--- src/hdl/piecewise_linear_table_interp_defines.svh ---
// assertion macros used by the interpolator sequencer
`ifndef PIECEWISE_LINEAR_TABLE_INTERP_DEFINES_SVH
`define PIECEWISE_LINEAR_TABLE_INTERP_DEFINES_SVH

// same-cycle implication, clocked on clk, off while arst_n is low
`define PLTI_ASSERT_SAME(lbl, ante, cons) \
	lbl: assert property (@(posedge clk) disable iff (!arst_n) (ante) |-> (cons)) \
		else $error("plti same-cycle check failed");

// next-cycle implication, clocked on clk, off while arst_n is low
`define PLTI_ASSERT_NEXT(lbl, ante, cons) \
	lbl: assert property (@(posedge clk) disable iff (!arst_n) (ante) |=> (cons)) \
		else $error("plti next-cycle check failed");

`endif

--- src/hdl/plti_pkg.sv ---
// types and constants of the interpolation table block
package plti_pkg;

	localparam int VAL_W    = 32;
	localparam int IDX_W    = 6;
	localparam int PC_W     = 7;
	localparam int STATUS_W = 2;
	localparam int PADDR_W  = 2;
	localparam int PDATA_W  = 32;

	localparam logic OP_WRITE = 1'b0;
	localparam logic OP_QUERY = 1'b1;

	localparam logic [STATUS_W-1:0] STATUS_OK    = 2'd0;
	localparam logic [STATUS_W-1:0] STATUS_BELOW = 2'd1;
	localparam logic [STATUS_W-1:0] STATUS_ABOVE = 2'd2;

	localparam logic [PADDR_W-1:0] ADDR_POINT_COUNT = 2'd0;
	localparam logic [PC_W-1:0]    PC_RESET         = 7'd2;

	// one quotient bit per step
	localparam int DIV_STEPS = VAL_W;
	localparam int DCNT_W    = $clog2(DIV_STEPS);

	typedef struct packed {
		logic                    opcode;
		logic [IDX_W-1:0]        entry_index;
		logic signed [VAL_W-1:0] entry_position;
		logic signed [VAL_W-1:0] entry_first_value;
		logic signed [VAL_W-1:0] entry_second_value;
		logic signed [VAL_W-1:0] query_position;
	} in_t;

	typedef struct packed {
		logic signed [VAL_W-1:0] first_result;
		logic signed [VAL_W-1:0] second_result;
		logic [STATUS_W-1:0]     status;
	} out_t;

	typedef struct packed {
		logic wr_entry;
		logic load_query;
		logic search;
		logic set_below;
		logic set_above;
		logic prep;
		logic absv;
		logic mul1;
		logic mul2;
		logic div_step;
		logic finish;
	} ctrl_cmd_t;

	typedef struct packed {
		logic hit;
		logic first;
		logic last;
	} dp_stat_t;

endpackage

--- src/hdl/plti_ctrl.sv ---
// sequencer for table writes, breakpoint scan, multiply and divide
`include "piecewise_linear_table_interp_defines.svh"

module plti_ctrl
	import plti_pkg::*;
(
	input  logic       clk,
	input  logic       arst_n,
	input  logic       start,
	input  logic       is_query,
	input  dp_stat_t   stat,
	output ctrl_cmd_t  cmd,
	output logic       busy
);

	localparam logic [2:0] ST_IDLE = 3'd0;
	localparam logic [2:0] ST_SRCH = 3'd1;
	localparam logic [2:0] ST_PREP = 3'd2;
	localparam logic [2:0] ST_ABSV = 3'd3;
	localparam logic [2:0] ST_MUL1 = 3'd4;
	localparam logic [2:0] ST_MUL2 = 3'd5;
	localparam logic [2:0] ST_DIV  = 3'd6;
	localparam logic [2:0] ST_FIN  = 3'd7;

	logic [2:0]        state_q, state_n;
	logic [DCNT_W-1:0] div_cnt_q;
	logic              div_last;

	assign div_last = (div_cnt_q == DCNT_W'(DIV_STEPS - 1));
	assign busy     = (state_q != ST_IDLE);

	always_comb begin
		cmd     = '0;
		state_n = state_q;
		unique case (state_q)
			ST_IDLE: begin
				if (start) begin
					if (is_query) begin
						cmd.load_query = 1'b1;
						state_n        = ST_SRCH;
					end else begin
						cmd.wr_entry = 1'b1;
					end
				end
			end
			ST_SRCH: begin
				cmd.search = 1'b1;
				priority if (stat.hit && stat.first) begin
					cmd.set_below = 1'b1;
					state_n       = ST_FIN;
				end else if (stat.hit) begin
					state_n = ST_PREP;
				end else if (stat.last) begin
					cmd.set_above = 1'b1;
					state_n       = ST_FIN;
				end else begin
					// no breakpoint above the query yet, keep scanning
					state_n = ST_SRCH;
				end
			end
			ST_PREP: begin
				cmd.prep = 1'b1;
				state_n  = ST_ABSV;
			end
			ST_ABSV: begin
				cmd.absv = 1'b1;
				state_n  = ST_MUL1;
			end
			ST_MUL1: begin
				cmd.mul1 = 1'b1;
				state_n  = ST_MUL2;
			end
			ST_MUL2: begin
				cmd.mul2 = 1'b1;
				state_n  = ST_DIV;
			end
			ST_DIV: begin
				cmd.div_step = 1'b1;
				if (div_last) begin
					state_n = ST_FIN;
				end
			end
			ST_FIN: begin
				cmd.finish = 1'b1;
				state_n    = ST_IDLE;
			end
			default: begin
				state_n = ST_IDLE;
			end
		endcase
	end

	always_ff @(posedge clk or negedge arst_n) begin
		if (!arst_n) begin
			state_q   <= ST_IDLE;
			div_cnt_q <= '0;
		end else begin
			state_q <= state_n;
			if (cmd.mul2) begin
				div_cnt_q <= '0;
			end else if (cmd.div_step) begin
				div_cnt_q <= div_cnt_q + DCNT_W'(1);
			end
		end
	end

	`PLTI_ASSERT_NEXT(a_query_goes_busy, start && !busy && is_query, busy)
	`PLTI_ASSERT_SAME(a_accept_only_idle, cmd.load_query || cmd.wr_entry, state_q == ST_IDLE)
	`PLTI_ASSERT_NEXT(a_div_ends_in_fin, state_q == ST_DIV && div_last, state_q == ST_FIN)
	`PLTI_ASSERT_NEXT(a_fin_returns_idle, state_q == ST_FIN, state_q == ST_IDLE)

endmodule

--- config.mk ---
export PLATFORM = sky130hd
export DESIGN_NAME = plti_ctrl
export DESIGN_NICKNAME = d
export VERILOG_FILES = /design/src/hdl/plti_pkg.sv /design/src/hdl/plti_ctrl.sv
export VERILOG_INCLUDE_DIRS = /design/src /design/src/hdl
export SDC_FILE = /design/constraint.sdc
export NUM_CORES = 1
export LEC_CHECK = 0
export BUFFER_PORTS_ARGS = -buffer_cell sky130_fd_sc_hd__clkbuf_2
export CAP_MARGIN = 0
export CELL_PAD_IN_SITES_DETAIL_PLACEMENT = 1
export CELL_PAD_IN_SITES_GLOBAL_PLACEMENT = 1
export CORE_AREA = 5 5 46 48
export CTS_CLUSTER_DIAMETER = 30
export DETAILED_ROUTE_END_ITERATION = 10
export DIE_AREA = 0 0 51 53
export GPL_ROUTABILITY_DRIVEN = 1
export PLACE_DENSITY_LB_ADDON = 0.1
export SYNTH_ARGS = -nofsm -noshare
export SYNTH_HDL_FRONTEND = slang
export SYNTH_SLANG_ARGS = --single-unit
--- constraint.sdc ---
create_clock -name clk -period 1.9 [get_ports clk]
set_input_delay 0.095 -clock clk [delete_from_list [all_inputs] [get_ports clk]]
set_output_delay 0.095 -clock clk [all_outputs]
set_load 0.02 [all_outputs]
# After elaboration in Yosys (flattened, before gate mapping)
# Index checks and enable logic that the tools add are counted.
[op_classes]
addsub = 1
multipliers = 0
div_mod_pow = 0
order_cmp = 0
eq_ne = 11
n_shift = 0
muxes = 24
n_bitwise = 0
n_reduce_logical = 5
[ops]
columns = ["op", "n"]
rows = [
  ["$pmux 3 s8", 1],
  ["$mux 3", 7],
  ["$eq 3x3->1 const B", 4],
  ["$mux 1", 12],
  ["$mux 5", 2],
  ["$eq 3x2->1 const B", 2],
  ["$ne 2x2->1 const B", 3],
  ["$add 5x1->5 const B", 1],
  ["$eq 5x5->1 const B", 1],
  ["$mux 2", 2],
  ["$eq 3x1->1 const B", 1],
  ["$logic_not 3->1", 1],
  ["$reduce_and 3->1", 1],
  ["$reduce_bool 3->1", 1],
  ["$reduce_bool 2->1", 1],
  ["$logic_and 1x1->1", 1],
]
[word_totals]
regBits = 8
latchBits = 0
ramBits = 0
romBits = 0
inputBits = 7
output_inout_bits = 12
wordCells = 43
n_memories = 0

# Depth between registers and ports, before layout
# Gate-level depths: netlist of the first run.
[depth]
ltp_word = 4
depth_mapped = 6
ltp_nobuf = 6

# Worst setup path before layout of the first run
# Ideal clock, no wire load.
[synth_path]
path_type = "reg-to-output"
start = "register state_q[1]"
end = "output port cmd[6] (netlist name)"
arrival_time_ns = 1.442
required_time_ns = 1.805
path_slack_ns = 0.363
path_stages_with_launch = 4
path_cell_list = "dfrtp_1 buf_2 nand2b_1 nor4b_1"
[synth_lines]
columns = ["element", "line", "source"]
rows = [
  ["start, declared", "plti_ctrl.sv:25", "logic [2:0] state_q, state_n;"],
  ["start signal, assigned", "plti_ctrl.sv:98", "state_q <= state_n;"],
  ["end, declared", "plti_ctrl.sv:12", "output ctrl_cmd_t cmd,"],
]

==> flow_summary.yaml, run 1 <==
detailed_routing:
  wl_per_cell_um: 12.52
  drt_pass1_iterations: 4
  drc_errors: 0
  drt_iter0_drc: 4
  routed_via_density: 5.054
  vias: 465
  wirelength_um: 1152
  drtAntennaViolNets: 0
global_route:
  gr-total-overflow: 0
  grt_use_total: 0.1065
  antenna_found_initial: 0
  grt_pass1_wl_um: 2097
  grt_max_degree: 13
  grt_pass1_vias: 481
status:
  status: "completed"
cts:
  tritoncts: "done"
  clockBufferDepth: 2
  clock_sinks: 8
  clk_pin_slew_ps: 50
  numCtsBuffers: 3
  clk_latency_ps: 250
  cts_max_level: 1
  clockRootBuffer: "clkbuf_4"
synthesis:
  synth_compound_area_frac: 0.09670
  synth.distinct_cells: 25
  yosysSeqAreaShare: 0.3774
  synth-edff-count: 0
  synth_top_family_by_area: "simple AND/OR/NAND/NOR gates"
  yosys-top-cells-count: "dfrtp_1, nor2_1, nand2_1"
  yosys-top-cells-area: "dfrtp_1, nor2_1, a22o_1, and3_1, ha_1"
  synth_top_cell_by_area: "dfrtp_1"
  async_flop_share: 1.000
  synth_adder_area_share: 0.04717
  synth_seq_cells: 8
  synth_fp_nets: 65
  synthSimpleGateAreaFrac: 0.3255
  synth_xor_area_frac: 0
  yosys_warnings: 0
  synth-main-ff-cell: "dfrtp_1"
  syn_inst: 56
  synthMuxAreaShare: 0.08962
  yosysMostFrequentCell: "dfrtp_1"
  synth_top_area_share: 0.3774
  synth_area_um2: 530.5
  avgSynthCellArea_um2: 9.473
cells_and_area:
  nNetsFinal: 86
  regArea_um2: 200.2
  final_core_util: 0.3925
  fillers: 215
  multiInputGateArea_um2: 296.5
  diodes: 0
  drive_gt1_frac: 0.3733
  areaGrowthSynthToFinish_pct: 23.58
  final_area_um2: 655.6
floorplan:
  dieWidth_um: 51
  pin_count: 19
  die_y_um: 53
  initial_utilization: 0.3176
  std_cell_rows: 15
  die-area_mm2: 0.002703
  core_area_mm2: 0.001670
timing:
  slew_violations: 0
  finalCriticalPeriod_ps: 1566
  finalCritPeriodShare: 0.8242
  rsz0062_at_grt: "false"
  finalSetupTns_ps: 0
  fmax_ghz: 0.6386
  relSlewSlack: 0.7508
  setup_viol: 0
  skew_ps: 6.929
  worst_pin_slew_ps: 373.7
  hold_viol: 0
job:
  maxCapViolCount: 0
worst_setup_path:
  cp_max_fo: 11
  worstSetupStartpointType: "register"
  reg2reg_from: "state_q[0]"
  worst-endpoint-arrival_ps: 1470
  critPathLaunch: "state_q[0]"
  path_class: "reg -> out"
  cp_data_required_time_ps: 1800
  worstSetupEndpointType: "output pin"
placement:
  placed_area_um2: 623.1
  port_buffers: 18
  dp_hpwl_um: 930.4
  gp_congestion: 0.6719
worst_hold_path:
  worstHoldStart: "stat[0]"
  hp-class: "in -> reg"
pwr:
  leakagePower_nw: 0.3501
  vdd_drop_max_mv: 0.4808
  power_density_mw_per_mm2: 1429
cells in the final DEF, fill, tap and decap left out, drive strengths merged:
| cell type | count |
|---|---|
| and3b | 2 |
| inv | 2 |
| clkbuf | 21 |
| nor2b | 3 |
| a22o | 3 |
| nand4 | 1 |
| nand2 | 5 |
| buf | 1 |
| nor4b | 1 |
| nor3 | 2 |
| mux2 | 3 |
| nor3b | 1 |
| nand2b | 2 |
| dfrtp | 8 |
| dlygate4sd3 | 1 |
| o21ai | 5 |
| and3 | 4 |
| mux2i | 1 |
| ha | 2 |
| nor2 | 7 |
layout make-up:
class,instances,area share
inverter,2,0.01145
timing repair buffer,20,0.1641
clock buffer,3,0.03435
sequential,8,0.3053
tap,17,0.03244
multi-input combinational,42,0.4523
worst max-delay path, stage by stage (launching register included):
cell      delay, ps
dfrtp_1         490
and3b_1         490
clkbuf_2        240
report_power, final:
group / leakage [nW] / internal [mW] / switching, mW / total [mW]
Sequential: 0.104 / 0.225 / 0.0912 / 0.316
Combinational: 0.233 / 0.200 / 0.296 / 0.496
Clock: 0.0138 / 0.0720 / 0.0533 / 0.125
Total: 0.350 / 0.497 / 0.441 / 0.937
metal layers:
layer / part of all wire / track usage
met4: 0 / 0.02691
met5: 0 / 0
met2: 0.46 / 0.1631
met1: 0.48 / 0.1282
met3: 0.058 / 0.05915
state kept, by name, indices dropped and copies added (netlist names):
name / count
div_cnt_q: 5
state_q: 3
final timing paths:
check	endpoint	slack, ps	cells past startpoint
max reg2reg	div_cnt_q[3]	360	3
max in group asynchronous	div_cnt_q[3]	1490	2
min	state_q[1]	160	3
min reg2reg	div_cnt_q[4]	510	1
min in group asynchronous	state_q[2]	220	2
max	cmd[1]	330	2
logic make-up after synthesis:
| group | count (synthesis) |
|---|---|
| AO/OA/AOI/OAI | 8 |
| buffers and inverters | 6 |
| flip-flops | 8 |
| AND/OR/NAND/NOR | 28 |
| multiplexers | 4 |
| adder cells (fa/ha/maj) | 2 |
timing repair:
| action | 4_1_cts | 5_1_grt |
|---|---|---|
| hold endpoints to repair | 8 | 0 |
| gates resized for setup | 0 | 0 |
| buffers inserted | 0 | 0 |
| hold buffers | 1 | 0 |
stage by stage:
step                      setup WS [ps]  instances  total power, mW  hold WS, ps
after detailed placement          371.2         88           0.8208       -43.17
after global placement            380.2         88           0.8148       -44.71
after floorplan                   363.5         56           0.6887       -200.6
after CTS                         311.1         92           0.9551        168.2
final                             334.0         92           0.9372        157.3
after global routing              221.7         92            1.034        191.6
Power figures use the tool's default switching activity.
==> inputs of run 2 (changes only) <==
Settings changed: ABC_AREA set to 1, CORE_AREA 5 5 46 48 to 5 5 47 49, DIE_AREA 0 0 51 53 to 0 0 52 54.
Clock period 1.9 ns to 1.48 ns, I/O delays scaled along.
==> run 2 against run 1 <==
Critical endpoint unchanged. Critical path depth rose by 2. Synthesized cell count rose by 29%. Largest power group unchanged. Area after synthesis rose by 2.8%. First-iteration DRC count fell by 50%. Cell area rose by 10%. Via count rose by 17%.
==> flow_summary.yaml, run 2 <==
synthesis:
  synth_seq_cells: 8
  synth_fp_nets: 81
  synth-main-ff-cell: "dfrtp_1"
  synth-edff-count: 0
  syn_inst: 72
  yosysSeqAreaShare: 0.3670
  yosysMostFrequentCell: "nand2_1"
  avgSynthCellArea_um2: 7.577
  synth_top_cell_by_area: "dfrtp_1"
  synth.distinct_cells: 21
  synth_top_area_share: 0.3670
  synth_area_um2: 545.5
  yosys_warnings: 0
  async_flop_share: 1.000
  yosys-top-cells-area: "dfrtp_1, nand2_1, nand3_1, inv_1, nor2_1"
  yosys-top-cells-count: "nand2_1, nand3_1, inv_1"
detailed_routing:
  wl_per_cell_um: 11.09
  vias: 544
  drc_errors: 0
  drtAntennaViolNets: 0
  wl_met1_um: 684
  top_layer: "met3"
  met3_length_um: 67
  drt_iter0_drc: 2
  drt_pass1_iterations: 3
  wl_met2_um: 612
  wirelength_um: 1364
  routed_via_density: 4.423
timing:
  finalCriticalPeriod_ps: 1353
  relSlewSlack: 0.8283
  hold_viol: 0
  rsz0062_at_grt: "true"
  worst_pin_slew_ps: 256.8
  finalCritPeriodShare: 0.9141
  fin_ws_ps: 127.1
  skew_ps: 0.8020
  fmax_ghz: 0.7391
  slew_violations: 0
  setup_viol: 0
worst_setup_path:
  worst-endpoint-arrival_ps: 1280
  cp_slowest_cell: "dfrtp_2"
  worstSetupStartpointType: "register"
  reg2reg_from: "div_cnt_q[0]"
  cp_max_fo: 7
  reg2regPathDepth: 8
  path_class: "reg -> out"
  cpPeakStageDelay_ps: 470
  crit_cells: 4
  worstSetupEndpointType: "output pin"
  r2r_end: "state_q[0]"
  rrSetupSlack_ps: 200
  cp_cell_sequence: "buf_4, nand3_4, inv_2, clkbuf_2"
  crit_end: "cmd[1]"
  cp_data_required_time_ps: 1410
  cp_top_family: "flip-flops"
  worst-path-buf-inv: 3
  critPathLaunch: "state_q[1]"
global_route:
  gr-total-overflow: 0
  grt_max_degree: 9
  grt_pass1_vias: 582
  antenna_found_initial: 0
  grt_pass1_wl_um: 2463
  grt_use_total: 0.1200
pwr:
  comb_power_share: 0.553
  intPower_uw: 684.0
  swShare: 0.4925
  pwr-share-seq: 0.327
  power_density_mw_per_mm2: 1864
  p_clk_frac: 0.120
  vdd_drop_max_mv: 0.6158
  switchingPower_uw: 663.9
  leakagePower_nw: 0.4174
cells_and_area:
  final_area_um2: 723.2
  areaGrowthSynthToFinish_pct: 32.57
  final_cell_mix: "nand2_1, clkbuf_2, nand3_1"
  largest_register: "div_cnt_q"
  final_core_util: 0.3970
  top_regs: "div_cnt_q: 5 flops, state_q: 3 flops"
  nNetsFinal: 107
  drive_gt1_frac: 0.3542
  largest_reg_flops: 5
  diodes: 0
  stdcell_count: 123
cts:
  cts_max_level: 1
  clk_pin_slew_ps: 50
  numCtsBuffers: 3
  clockRootBuffer: "clkbuf_4"
  tritoncts: "done"
  clock_sinks: 8
  clockBufferDepth: 2
  clk_latency_ps: 250
floorplan:
  die_y_um: 54
  std_cell_rows: 16
  initial_utilization: 0.2995
  dieWidth_um: 52
  die-area_mm2: 0.002808
  core_area_mm2: 0.001822
  pin_count: 19
placement:
  placed_area_um2: 658.1
  place_ws_ps: 190.4
  dp_hpwl_um: 1106
  gp_congestion: 0.7365
  placedCellCount: 116
  port_buffers: 18
status:
  status: "completed"
worst_hold_path:
  hp-class: "in -> reg"
job:
  maxCapViolCount: 0
==> run 2: power by group through the flow <==
stage | sequential, mW | clock (mW) | combinational, mW
floorplan | 0.347 | 0 | 0.600
global placement | 0.454 | 0 | 0.669
detailed placement | 0.452 | 0 | 0.675
CTS | 0.456 | 0.173 | 0.681
global route | 0.462 | 0.192 | 0.842
finish | 0.440 | 0.162 | 0.745
==> run 2: area by class of cell <==
cell class                 count  area [µm²]
timing repair buffer          23       130.1
tap                           27       33.78
clock buffer                   3       22.52
multi-input combinational     50       286.5
fill                         238        1099
sequential                     8       202.7
inverter                      12       47.55
==> run 2: repair_timing <==
action,4_1_cts,5_1_grt
endpoints found under the setup margin,2,4
gates resized for setup,2,5
hold buffers,1,0
setup buffers,0,3
hold endpoints to repair,8,0
==> run 2: worst min-delay path by stage <==
stage / slack [ps] / cells after the start / endpoint / from
after floorplan: -220 / 0 / div_cnt_q[0] / arst_n
after global placement: -60 / 1 / div_cnt_q[3] / arst_n
after detailed placement: -60 / 1 / div_cnt_q[3] / arst_n
after CTS: 80 / 3 / state_q[2] / stat[0]
after global routing: 90 / 3 / state_q[2] / stat[0]
final: 80 / 3 / state_q[2] / stat[0]
==> run 2: worst min-delay path, cell delays in order <==
cell and delay (ps):
clkbuf_2 90, o211ai_1 80, nand2_1 60
==> run 2: kinds of logic after synthesis <==
| family | count (synthesis) | share of synthesized area |
|---|---|---|
| AND/OR/NAND/NOR | 43 | 0.4083 |
| adder cells (fa/ha/maj) | 2 | 0.04586 |
| flip-flops | 8 | 0.3670 |
| XOR/XNOR | 1 | 0.01606 |
| AO/OA/AOI/OAI | 4 | 0.04586 |
| buffers and inverters | 14 | 0.1170 |
==> run 2: through the flow <==
step	total power [mW]	TNS [ps]	hold slack (ps)
after floorplan	0.9478	0	-221.6
after global placement	1.123	0	-60.60
after detailed placement	1.128	0	-61.80
after CTS	1.310	0	80.75
after global routing	1.496	-14.68	89.72
final	1.348	0	84.63
==> run 2: routing by layer <==
| layer | up-vias | GRT usage |
|---|---|---|
| met5 | - | 0 |
| met4 | 0 | 0.03930 |
| met3 | 0 | 0.05817 |
| met2 | 14 | 0.1883 |
| met1 | 251 | 0.1431 |
| li1 | 279 | - |
